<file path="src/hw/rtl/nig_posterior_update_core_assert.svh">
// assertion macros for the posterior update core
`ifndef NIG_POSTERIOR_UPDATE_CORE_ASSERT_SVH
`define NIG_POSTERIOR_UPDATE_CORE_ASSERT_SVH
`ifndef SYNTHESIS
// same-cycle implication
`define NIG_ASSERT_IMP(label, clk, rstn, ante, cons) \
    label: assert property (@(posedge clk) disable iff (!(rstn)) (ante) |-> (cons)) \
        else $error("nig assertion failed");
// next-cycle implication
`define NIG_ASSERT_NXT(label, clk, rstn, ante, cons) \
    label: assert property (@(posedge clk) disable iff (!(rstn)) (ante) |=> (cons)) \
        else $error("nig assertion failed");
`else
`define NIG_ASSERT_IMP(label, clk, rstn, ante, cons)
`define NIG_ASSERT_NXT(label, clk, rstn, ante, cons)
`endif
`endif

</file>
<file path="src/hw/rtl/nig_ram.sv">
module nig_ram #(
    parameter int WIDTH = 32,
    parameter int DEPTH = 64
) (
    input  logic                                   aclk,
    input  logic                                   we,
    input  logic [((DEPTH > 1) ? $clog2(DEPTH) : 1)-1:0] waddr,
    input  logic [WIDTH-1:0]                       wdata,
    input  logic [((DEPTH > 1) ? $clog2(DEPTH) : 1)-1:0] raddr,
    output logic [WIDTH-1:0]                       rdata
);
    logic [WIDTH-1:0] mem [DEPTH];

    // one write port, registered read port
    always_ff @(posedge aclk) begin
        if (we) begin
            mem[waddr] <= wdata;
        end
        rdata <= mem[raddr];
    end
endmodule

</file>
<file path="config.mk">
export PLATFORM = sky130hd
export DESIGN_NAME = nig_ram
export DESIGN_NICKNAME = d
export VERILOG_FILES = /design/src/hw/rtl/nig_posterior_update_core_assert.svh /design/src/hw/rtl/nig_ram.sv
export SDC_FILE = /design/constraint.sdc
export NUM_CORES = 2
export LEC_CHECK = 0
export CAP_MARGIN = 20
export CORE_MARGIN = 3
export CORE_UTILIZATION = 55
export DETAILED_ROUTE_END_ITERATION = 7
export DONT_BUFFER_PORTS = 1
export PLACE_DENSITY = 0.7
export SYNTH_ARGS = -nofsm -noshare
export SYNTH_HDL_FRONTEND = slang
export SYNTH_SLANG_ARGS = --single-unit
</file>
<file path="constraint.sdc">
create_clock -name aclk -period 5.81 [get_ports aclk]
set_input_delay 0.581 -clock aclk [delete_from_list [all_inputs] [get_ports aclk]]
set_output_delay 0.581 -clock aclk [all_outputs]
set_load 0.02 [all_outputs]
</file>
Word-level counts from Yosys, hierarchy flattened
Memories as Yosys holds them, arrays and structs flattened. A register that Yosys moved wholly into a read port is not among the register bits.
Index checks and enable logic that the tools add are counted.
{ "op_classes": {"muxes": 2} }
{ "ops": {"columns": ["operator", "count"], "rows": [
  ["$mux 1", 2]
]} }
{ "word_totals": {"input_bits": 46, "output_inout_bits": 32, "n_memories": 1, "reg_bits": 0, "ram_bits": 2048} }
{ "memory_table": {"columns": ["memory", "depth", "width", "read_ports", "rd_clocked_by_memory_dff", "wr", "line", "rtl"], "rows": [
  ["mem", 64, 32, 1, 1, 1, "nig_ram.sv:12", "logic [WIDTH-1:0] mem [DEPTH];"]
]} }

Longest topological paths before layout
{ "depth": {"word_depth": 2, "mapped_depth": 10, "depth_no_buf": 5} }

Least setup slack after synthesis
Ideal clock, no wire load.
{ "synth_path": {"kind": "input port to flip-flop", "startpoint": "input waddr[3] (netlist name)", "endpoint": "memory mem[48][0], enable pin", "setup_time_ns": 0.461, "arrival_ns": 3.280, "required_ns": 5.349, "setup_slack_ns": 2.069, "stages": 4, "path_cell_list": "clkbuf_1 > nor2b_1 > nand4b_1 > nor3_1"} }
{ "synth_lines": {"columns": ["item", "line", "rtl"], "rows": [
  ["start, declared", "nig_ram.sv:7", "input logic [((DEPTH > 1) ? $clog2(DEPTH) : 1)-1:0] waddr,"],
  ["end, declared", "nig_ram.sv:12", null]
]} }
No word-level cell before the write port.

==> results.yml <==
outcome:
  status: "complete, no violations"
clock_network:
  clock_path_buffers: 3
  post_cts_resize_count: 0
  post_cts_buffers: 0
  cts_sinks: 2080
  numCtsBuffers: 197
  cts_hold_buf: 33
  htreeDepth: 4
  clk_latency_ns: 0.81
  clk_pin_slew_ns: 0.06
  clock-root-buffer: "clkbuf_16"
  cts_tree: "done"
worst_setup_path:
  crit_arrival_ns: 4.91
  crit_path_end_kind: "flip-flop"
  start_kind: "input port"
  crit_type: "input port to flip-flop"
  crit_start: "raddr[0]"
  cp_max_fo: 141
  r2r-start: "mem[22][15]$_DFFE_PP_"
  critPathRequiredTime_ns: 6.48
global_routing:
  grt_pass1_wl_um: 272000
  grt.total_usage_pct: 26.1
  grt_max_degree: 514
  grt_pass1_vias: 37311
  grt_overflow: 0
  antenna_found_initial: 1
sta:
  fmax_mhz: 236
  tightest_slew_ns: 1.20
  finalCriticalPeriod_ns: 4.24
  whs_ns: 0.0875
  clock_skew_ns: 0.0245
  tns_ns: 0
  relSlewSlack_pct: 19.9
  hold_violations: 0
  slew_violations: 0
  fin_crit_sh_pct: 73.0
  setup_viol: 0
  rsz0062_at_grt: "no"
route:
  antenna_left: 0
  drtIter0Drc: 5126
  viasPerCell: 6.64
  wl_um: 189000
  route.detailed.drc: 0
  dr_total_vias: 36627
  drtPass1Iterations: 6
  wl_per_cell_um: 34.2
floorplan:
  die_y_um: 384
  start_util_pct: 55.5
  die_area_mm2: 0.147
  die_w_um: 384
  fp.coreArea_mm2: 0.142
  rows: 138
  boundaryPins: 78
yosys:
  yosys_warnings: 0
  synth_seq_cells: 2080
  synth_top_family_by_area: "multiplexers"
  synth_cell_type_count: 34
  synth_xor_xnor_area_share_pct: 0
  synth-adder-area-share_pct: 0
  seq_area_frac_synth_pct: 79.1
  synth-simple-area-share_pct: 1.27
  synthMuxAreaShare_pct: 16.8
  synth_largest_area_cell: "edfxtp_1"
  synth_compound_area_share_pct: 1.67
  netlist_instances: 3324
  syn_nets: 3370
  synthDominantCellAreaShare_pct: 78.3
  syn_area_mm2: 0.0785
  yosys-top-cells-area: "edfxtp_1, mux4_2, mux2i_1"
  syn_area_per_cell_um2: 23.6
min_path:
  min_path_type: "input port to flip-flop"
  min_from: "raddr[4]"
place:
  dp_hpwl_um: 100000
  routabilityCongestion: 0.847
  numPortBuffers: 0
layout:
  drive_above_1_share_pct: 28.0
  post-route-util_pct: 62.6
  area_growth_pct: 12.8
  num_antenna_cells: 0
  fin_nets: 3503
power:
  power_density_mw_per_mm2: 349
  leakagePower_nw: 27.4
  power_w: 0.0309
  vdd_ir_drop_max_mv: 0.424
flow_run:
  max_cap_viol_count: 0
-- state kept, by name (all words and copies together) (netlist names) --
| signal | cells |
|---|---|
| mem | 2048 |
| rdata | 32 |
-- layout by cell type, fill, tap and decap left out, types with 3 or more instances in the layout --
cell type,instances
nand3_1,5
nand2_1,26
buf_16,38
edfxtp_1,2048
mux2i_1,93
o221ai_1,27
a21oi_1,62
clkbuf_1,54
nor3_1,5
clkbuf_8,8
nor2_4,62
and3_1,4
clkinv_2,41
nor2_1,75
mux4_2,544
clkinv_1,28
inv_6,5
nand2b_1,7
clkinv_8,4
bufinv_16,21
a22oi_1,12
buf_4,76
clkbuf_16,201
dfxtp_1,32
a311oi_1,8
nor2b_1,15
o32ai_1,4
clkinvlp_4,5
or3_1,3
o22ai_1,84
or3b_2,3
a41o_1,4
nand3b_1,5
-- stage by stage --
step | worst slack, ns | area [µm²] | std cells
6_report | 1.57 | 88600 | 5517
5_1_grt | 1.36 | 88600 | 5517
4_1_cts | 3.39 | 88400 | 5511
3_5_place_dp | 2.66 | 81100 | 5109
3_3_place_gp | 2.60 | 81000 | 5108
2_1_floorplan | 2.07 | 78500 | 3324
-- Yosys cell counts --
cell / n
nand2_1: 26
buf_6: 5
or2_1: 1
mux4_2: 544
or3_1: 3
mux2i_1: 93
a41o_1: 4
or2_2: 1
and2_1: 2
a21oi_1: 62
buf_2: 57
nor2_1: 137
nand3_1: 5
clkbuf_1: 74
and3_1: 4
buf_4: 25
o221ai_1: 27
o22ai_1: 84
or2_0: 1
or3b_2: 3
a22oi_1: 12
nand2b_1: 8
nor2b_1: 15
dfxtp_1: 32
or3b_1: 2
nand4b_1: 1
nor3_1: 7
nand3b_1: 5
nand4_1: 2
a311oi_1: 8
edfxtp_1: 2048
a31oi_1: 1
o32ai_1: 4
buf_1: 21
-- layout make-up --
class	count	area, µm²
Sequential cell	2080	62100
Timing Repair Buffer	116	1660
Multi-Input combinational cell	1062	16000
Clock buffer	263	5340
Tap cell	1890	2360
Clock inverter	106	1120
Fill cell	9129	53000
-- power by group --
group / internal (W) / switching, W / total, W
logic: 0.000566 / 0.000799 / 0.00136
registers: 0.0166 / 0.000122 / 0.0167
clock network: 0.00740 / 0.00542 / 0.0128
total: 0.0246 / 0.00634 / 0.0309
-- routing by layer --
layer	vias to the layer above	part of all wire [%]	track usage (%)
li1	14540	-	-
met1	19628	38	38.2
met2	2159	48	40.1
met3	300	11	5.80
met4	0	3.1	8.00
met5	-	0	0
-- worst max-delay path, stage by stage --
cell and delay, ns:
buf_16 0.59, buf_16 0.71, buf_16 0.71, mux4_2 0.61, mux4_2 0.54, o22ai_1 0.64, nor2_1 0.11
-- path summary, 6_finish.rpt --
check	cells after the start	end	slack, ns
worst max-delay path	7	rdata[9]$_DFF_P_	1.57
worst min-delay path	2	rdata[14]$_DFF_P_	0.09
worst min register to register	4	rdata[4]$_DFF_P_	0.83
worst max register to register	4	rdata[15]$_DFF_P_	3.44
-- cells by family after synthesis --
group | Yosys count
AND/OR/NAND/NOR | 223
flip-flops | 2080
buffers and inverters | 182
multiplexers | 637
AO/OA/AOI/OAI | 202
Note: power is estimated with default switching activity, not from simulation.
