### src/hw/rtl/nig_posterior_update_core_assert.svh
// assertion macros for the posterior update core
`ifndef NIG_POSTERIOR_UPDATE_CORE_ASSERT_SVH
`define NIG_POSTERIOR_UPDATE_CORE_ASSERT_SVH
`ifndef SYNTHESIS
// same-cycle implication
`define NIG_ASSERT_IMP(label, clk, rstn, ante, cons) \
    label: assert property (@(posedge clk) disable iff (!(rstn)) (ante) |-> (cons)) \
        else $error("nig assertion failed");
// next-cycle implication
`define NIG_ASSERT_NXT(label, clk, rstn, ante, cons) \
    label: assert property (@(posedge clk) disable iff (!(rstn)) (ante) |=> (cons)) \
        else $error("nig assertion failed");
`else
`define NIG_ASSERT_IMP(label, clk, rstn, ante, cons)
`define NIG_ASSERT_NXT(label, clk, rstn, ante, cons)
`endif
`endif

### src/hw/rtl/nig_pkg.sv
package nig_pkg;

    localparam int NUM_W   = 128;
    localparam int DEN_W   = 64;
    localparam int STEP_W  = 8;
    localparam int CFG_IDX_W = 8;

    // configuration register indexes
    localparam logic [CFG_IDX_W-1:0] REG_PRIOR_KAPPA = 8'd0;
    localparam logic [CFG_IDX_W-1:0] REG_PRIOR_ALPHA = 8'd1;
    localparam logic [CFG_IDX_W-1:0] REG_PRIOR_BETA  = 8'd2;
    localparam logic [CFG_IDX_W-1:0] REG_DIMS_IN_USE = 8'd3;

    typedef enum logic [3:0] {
        S_CLEAR,
        S_IDLE,
        S_LOAD,
        S_DIV_START,
        S_DIV_WAIT,
        S_SQUARE,
        S_MUL,
        S_BETA,
        S_SUM,
        S_COMMIT
    } state_t;

    typedef enum logic [2:0] {
        OP_MEAN,
        OP_BETA,
        OP_ALEA,
        OP_EPI1,
        OP_EPI2,
        OP_INV,
        OP_EMEAN,
        OP_AMEAN
    } div_op_t;

    typedef struct packed {
        logic              start;
        logic [STEP_W-1:0] steps;
    } div_ctl_t;

    typedef struct packed {
        logic busy;
        logic done;
    } div_stat_t;

    function automatic logic [63:0] sat_add(input logic [63:0] a, input logic [63:0] b);
        logic [64:0] s;
        s = {1'b0, a} + {1'b0, b};
        return s[64] ? '1 : s[63:0];
    endfunction

    function automatic logic [63:0] sat_quo(input logic [NUM_W-1:0] q);
        return (|q[NUM_W-1:64]) ? '1 : q[63:0];
    endfunction

endpackage

### src/hw/rtl/nig_div.sv
module nig_div (
    input  logic                            aclk,
    input  logic                            aresetn,
    input  nig_pkg::div_ctl_t               ctl,
    input  logic [nig_pkg::NUM_W-1:0]       num,
    input  logic [nig_pkg::DEN_W-1:0]       den,
    output nig_pkg::div_stat_t              stat,
    output logic [nig_pkg::NUM_W-1:0]       quo
);
    import nig_pkg::*;

    logic [NUM_W-1:0]  num_reg;
    logic [DEN_W-1:0]  den_reg;
    logic [DEN_W-1:0]  rem_reg;
    logic [NUM_W-1:0]  quo_reg;
    logic [STEP_W-1:0] cnt_reg;
    logic              done_reg;
    logic [DEN_W:0]    rem_sh;
    logic [DEN_W:0]    diff;
    logic              ge;

    // one restoring step: numerator arrives left aligned, msb first
    always_comb begin
        rem_sh = {rem_reg, num_reg[NUM_W-1]};
        ge     = rem_sh >= {1'b0, den_reg};
        diff   = rem_sh - {1'b0, den_reg};
    end

    always_ff @(posedge aclk) begin
        if (!aresetn) begin
            cnt_reg  <= '0;
            done_reg <= 1'b0;
        end else begin
            done_reg <= 1'b0;
            if (ctl.start) begin
                num_reg <= num;
                den_reg <= den;
                rem_reg <= '0;
                quo_reg <= '0;
                cnt_reg <= ctl.steps;
            end else if (cnt_reg != '0) begin
                num_reg <= {num_reg[NUM_W-2:0], 1'b0};
                rem_reg <= ge ? diff[DEN_W-1:0] : rem_sh[DEN_W-1:0];
                quo_reg <= {quo_reg[NUM_W-2:0], ge};
                cnt_reg <= cnt_reg - STEP_W'(1);
                if (cnt_reg == STEP_W'(1)) begin
                    done_reg <= 1'b1;
                end
            end
        end
    end

    assign stat.busy = (cnt_reg != '0);
    assign stat.done = done_reg;
    assign quo       = quo_reg;
endmodule

### config.mk
export PLATFORM = sky130hd
export DESIGN_NAME = nig_div
export DESIGN_NICKNAME = d
export VERILOG_FILES = /design/src/hw/rtl/nig_posterior_update_core_assert.svh /design/src/hw/rtl/nig_pkg.sv /design/src/hw/rtl/nig_div.sv
export SDC_FILE = /design/constraint.sdc
export NUM_CORES = 1
export LEC_CHECK = 0
export ABC_AREA = 0
export BUFFER_PORTS_ARGS = -buffer_cell sky130_fd_sc_hd__buf_2
export CORE_ASPECT_RATIO = 0.75
export CORE_MARGIN = 2
export CORE_UTILIZATION = 51
export DETAILED_ROUTE_END_ITERATION = 16
export PLACE_DENSITY = 0.78
export RECOVER_POWER = 100
export SETUP_SLACK_MARGIN = 0.4
export SLEW_MARGIN = 20
export SYNTH_ARGS = -nofsm -noshare
export SYNTH_HDL_FRONTEND = slang
export SYNTH_SLANG_ARGS = --single-unit
### constraint.sdc
create_clock -name aclk -period 9.19 [get_ports aclk]
set_input_delay 0.4595 -clock aclk [delete_from_list [all_inputs] [get_ports aclk]]
set_output_delay 0.4595 -clock aclk [all_outputs]
set_load 0.05 [all_outputs]
Word-level counts from Yosys, hierarchy flattened
Index checks and enable logic that the tools add are counted.

Add/sub/neg operators: 2. Order comparisons: 1. Eq/ne operators: 1. Muxes and demuxes: 8. Bitwise logic cells: 2. Reduce and logical (&&, ||, !) cells: 5.

Operators by type and width (number): $mux 128 (3); $mux 64 (2); $ge 65x64->1 (1); $sub 64x64->64 (1); $mux 8 (2); $eq 8x1->1 const B (1); $reduce_bool 8->1 (1); $sub 8x1->8 const B (1); $reduce_and 2->1 (2); $reduce_or 3->1 (1); $not 1->1 (2); $reduce_bool 2->1 (1); $mux 1 (1).

Bits in registers: 393. Input bits: 203. Output and inout bits: 130. Logic and storage cells: 25.

Longest topological paths before layout
Depth in word-level cells: 3. Depth in mapped cells: 15. Mapped depth without buffers: 13.

Worst setup path after synthesis
No wires, ideal clock.

Kind: reg2reg. From: reg cnt_reg[0]. To: reg cnt_reg[7]. Setup time: 0.108 ns. Arrival time: 8.977 ns. Data required time: 9.082 ns. Setup slack: 0.105 ns. Cell stages (with the launch flop): 6. Buffers on the path: 0. Period minus slack after synthesis: 9.085 ns. Cell sequence: dfxtp_1 > inv_1 > ha_1 > nand3_1 > o21a_1 > and2_1.

RTL lines: start: declaration (line nig_div.sv:16) `logic [STEP_W-1:0] cnt_reg;`; start signal: assignment (line nig_div.sv:40) `cnt_reg <= ctl.steps;`; start signal: assignment (line nig_div.sv:45) `cnt_reg <= cnt_reg - STEP_W'(1);`.

Worst setup path in the final report
From: reg rem_reg[35]. To: reg rem_reg[24] (data pin).

Longest elaborated chain between the ends: 3.

Ends and longest elaborated chain: start: declaration (line nig_div.sv:14) `logic [DEN_W-1:0] rem_reg;`; start signal: assignment (line nig_div.sv:43) `rem_reg <= ge ? diff[DEN_W-1:0] : rem_sh[DEN_W-1:0];`; $ge 65x64->1 (line nig_div.sv:25) `ge = rem_sh >= {1'b0, den_reg};`; $mux 64 (line nig_div.sv:43); $mux 64 (line nig_div.sv:41) `end else if (cnt_reg != '0) begin`.

Every way passes these cells. The select of a mux whose other input is x is not followed. A chain may end at the register's enable or synchronous reset.

==> impl_metrics.json <==
{
  "status": "finished, violations left",
  "violations": "max-capacitance violations, max-slew violations",
  "drt_iter0_drc": 1121,
  "die_x_um": 229.3,
  "rows": 61,
  "grtUsageMet1": 0.3088,
  "cts_tree": "built",
  "cpPeakStageDelay_ns": 2.22,
  "hpwl_um": 32100,
  "clk_pin_slew_worst_paths_ns": 0.06,
  "fin_skew_ns": 0.02359,
  "synthCells": 1566,
  "vias": 13350,
  "yosysSeqAreaShare": 0.6029,
  "yosysTopAreaCell": "edfxtp_1",
  "p_leak_nw": 8.807,
  "setup-violations-final": 0,
  "peakVddDrop_mv": 0.1873,
  "rsz0062_at_grt": "false",
  "slew_viol_final": 451,
  "power_density_mw_per_mm2": 234.9,
  "grt_use_met3": 0.06646,
  "synthesis.area_mm2": 0.01942,
  "yosysMostFrequentCell": "edfxtp_1",
  "async_flop_share": 0,
  "cp.required_ns": 9.32,
  "place_inst": 2334,
  "start_util": 0.5204,
  "synth_top_area_frac": 0.5937,
  "antenna_found_initial": 21,
  "tightestPinTransition_ns": 4.369,
  "hp-class": "in2reg",
  "end_kind": "register",
  "cts_hold_buf": 0,
  "dieArea_mm2": 0.03968,
  "use_met2": 0.3620,
  "io_pins": 333,
  "grt_start_max_net_pins": 203,
  "synth_fp_nets": 1836,
  "die_h_um": 173.0,
  "cap_violations": 5,
  "cp_common_cell": "o21ai_0",
  "p_total_mw": 5.331,
  "crit_fanout": 46,
  "cts_resized": 0,
  "critPathKind": "reg2reg",
  "port_buffers": 332,
  "finalHoldViolCount": 0,
  "yosysUniqueCellTypes": 66,
  "synth_seq_cells": 393,
  "cts_sinks": 393,
  "post_cts_buffers": 0,
  "arrival_ns": 6.42,
  "dr.pass1.iters": 5,
  "critPathBufInv": 1,
  "fin_cells": 2423,
  "ys_top_cells_by_area": "edfxtp_1 (59%), mux2_2 (7.4%), nor2b_1 (4.3%)",
  "fin_crit_ns": 6.288,
  "min_period_over_period": 0.6842,
  "clock_latency_ns": 0.55,
  "grt_pass1_vias": 13170,
  "cts-root-buf": "clkbuf_16",
  "drive_gt1_frac": 0.2122,
  "synthFlopType": "edfxtp_1",
  "grt-busiest-layer": "met2",
  "gp_congestion": 0.9379,
  "overflow": 0,
  "synth-edff-count": 384,
  "grt_pass1_wl_um": 72380,
  "htreeDepth": 2,
  "nets": 2142,
  "syn_to_final_growth_pct": 16.84,
  "finalSetupTns_ns": 0,
  "max_freq_ghz": 0.1590,
  "slowest_stage": "and2_0",
  "ys_top_cells_by_count": "edfxtp_1 (384), nor2b_1 (135), mux2_2 (128), nand2_1 (128), a21oi_1 (123)",
  "max_slew_margin": -1.913,
  "grt_use_total": 0.2296,
  "synth.avg_cell_area_um2": 12.40,
  "numCtsBuffers": 40,
  "ant_nets": 0,
  "viasPerCell": 5.510,
  "core_area_mm2": 0.03732,
  "wire_per_inst_um": 19.09,
  "path_delay_family": "simple AND/OR/NAND/NOR gates",
  "startpoint_type": "register",
  "fill_cells": 3016,
  "synth_warnings": 0,
  "clockBufferDepth": 3,
  "path_cells": "ha_1, a21oi_1, o21ai_0, a221o_1, a221oi_1, o21ai_0, or3_1, o21ai_0, clkbuf_1, and2_0, or3b_1, a21oi_1",
  "drt_wl_total_um": 46260,
  "drc": 0
}
-- final timing paths --
kind,from,to,slack (ns),cells past startpoint
worst max-delay path,rem_reg[35]$_SDFFCE_PP0P_,rem_reg[24]$_SDFFCE_PP0P_,2.90,12
worst min-delay path,den[22],den_reg[22]$_DFFE_PP_,0.09,1
worst max register to register,rem_reg[35]$_SDFFCE_PP0P_,rem_reg[24]$_SDFFCE_PP0P_,2.90,12
worst min register to register,cnt_reg[6]$_SDFFE_PN0N_,cnt_reg[6]$_SDFFE_PN0N_,0.51,2
-- per-layer routing --
layer | share of wire | wire length (um)
met3 | 0.079 | 3666
met2 | 0.46 | 21370
met4 | 0.024 | 1091
met1 | 0.43 | 20030
met5 | 0.0020 | 94
-- cell families (layout without fill, tap and decap cells) --
logic type / Yosys count / in the layout / synth area share
other: 0 / 15 / 0
XOR/XNOR: 58 / 58 / 0.02615
AO/OA/AOI/OAI: 309 / 309 / 0.1015
AND/OR/NAND/NOR: 443 / 443 / 0.1169
multiplexers: 130 / 130 / 0.07524
adder cells (fa/ha/maj): 67 / 67 / 0.04355
buffers and inverters: 166 / 504 / 0.03375
flip-flops: 393 / 393 / 0.6029
-- placed cells by master (no fill, tap or decap), types with 9 or more instances in the layout --
| master | Yosys | routed |
|---|---|---|
| diode_2 | 0 | 15 |
| a21oi_1 | 123 | 123 |
| nand3_1 | 23 | 23 |
| buf_2 | 10 | 197 |
| nand2_1 | 128 | 128 |
| xor2_1 | 20 | 20 |
| a211oi_1 | 28 | 28 |
| nor2b_1 | 135 | 135 |
| o21bai_1 | 12 | 12 |
| mux2_2 | 128 | 124 |
| clkinv_2 | 0 | 12 |
| clkbuf_1 | 58 | 142 |
| edfxtp_1 | 384 | 384 |
| nand4_1 | 24 | 24 |
| a21o_1 | 31 | 31 |
| o21ai_0 | 45 | 46 |
| xnor2_1 | 38 | 38 |
| o21a_1 | 16 | 15 |
| nor3_1 | 20 | 20 |
| nor2_1 | 63 | 63 |
| dfxtp_1 | 9 | 9 |
| inv_1 | 91 | 91 |
| ha_1 | 66 | 66 |
| and3_1 | 9 | 9 |
| clkbuf_16 | 0 | 40 |
-- where the power goes --
| part | leakage [nW] | internal (mW) | total, mW | switching, mW |
|---|---|---|---|---|
| combinational | 4.27 | 0.477 | 1.34 | 0.862 |
| sequential | 3.87 | 2.21 | 2.29 | 0.0827 |
| clock | 0.671 | 0.982 | 1.70 | 0.716 |
-- per-stage QoR --
stage          setup slack (ns)  hold WS, ns  cell area, um^2  utilization
2_1_floorplan             3.407       0.4716            19420            -
3_3_place_gp              5.200       0.4841            21500       0.5760
3_5_place_dp              5.053       0.5041            21500       0.5760
4_1_cts                   5.043      0.05915            22860       0.6126
5_1_grt                   2.416      0.06118            22680       0.6077
6_report                  2.902      0.08805            22690       0.6081
-- cell type report --
class                      instances  area (um^2)  area share
timing repair buffer             339         1544     0.06803
tap                              504        630.6     0.02779
sequential                       393        11710      0.5160
antenna                           15        37.54    0.001654
clock buffer                      44         1016     0.04477
multi-input combinational       1007         7063      0.3112
inverter                          91        341.6     0.01505
clock inverter                    30        350.3     0.01544
-- worst register-to-register path, delay by kind of cell (launching register included) --
| family | cells | cell delay, ns |
|---|---|---|
| and+or+nand+nor | 3 | 2.90 |
| AOI/OAI and AO/OA | 7 | 1.68 |
| buffers and inverters | 1 | 0.49 |
| DFF | 1 | 0.40 |
| adders and majority gates | 1 | 0.40 |
No activity file was read; power rests on OpenSTA's default activity.
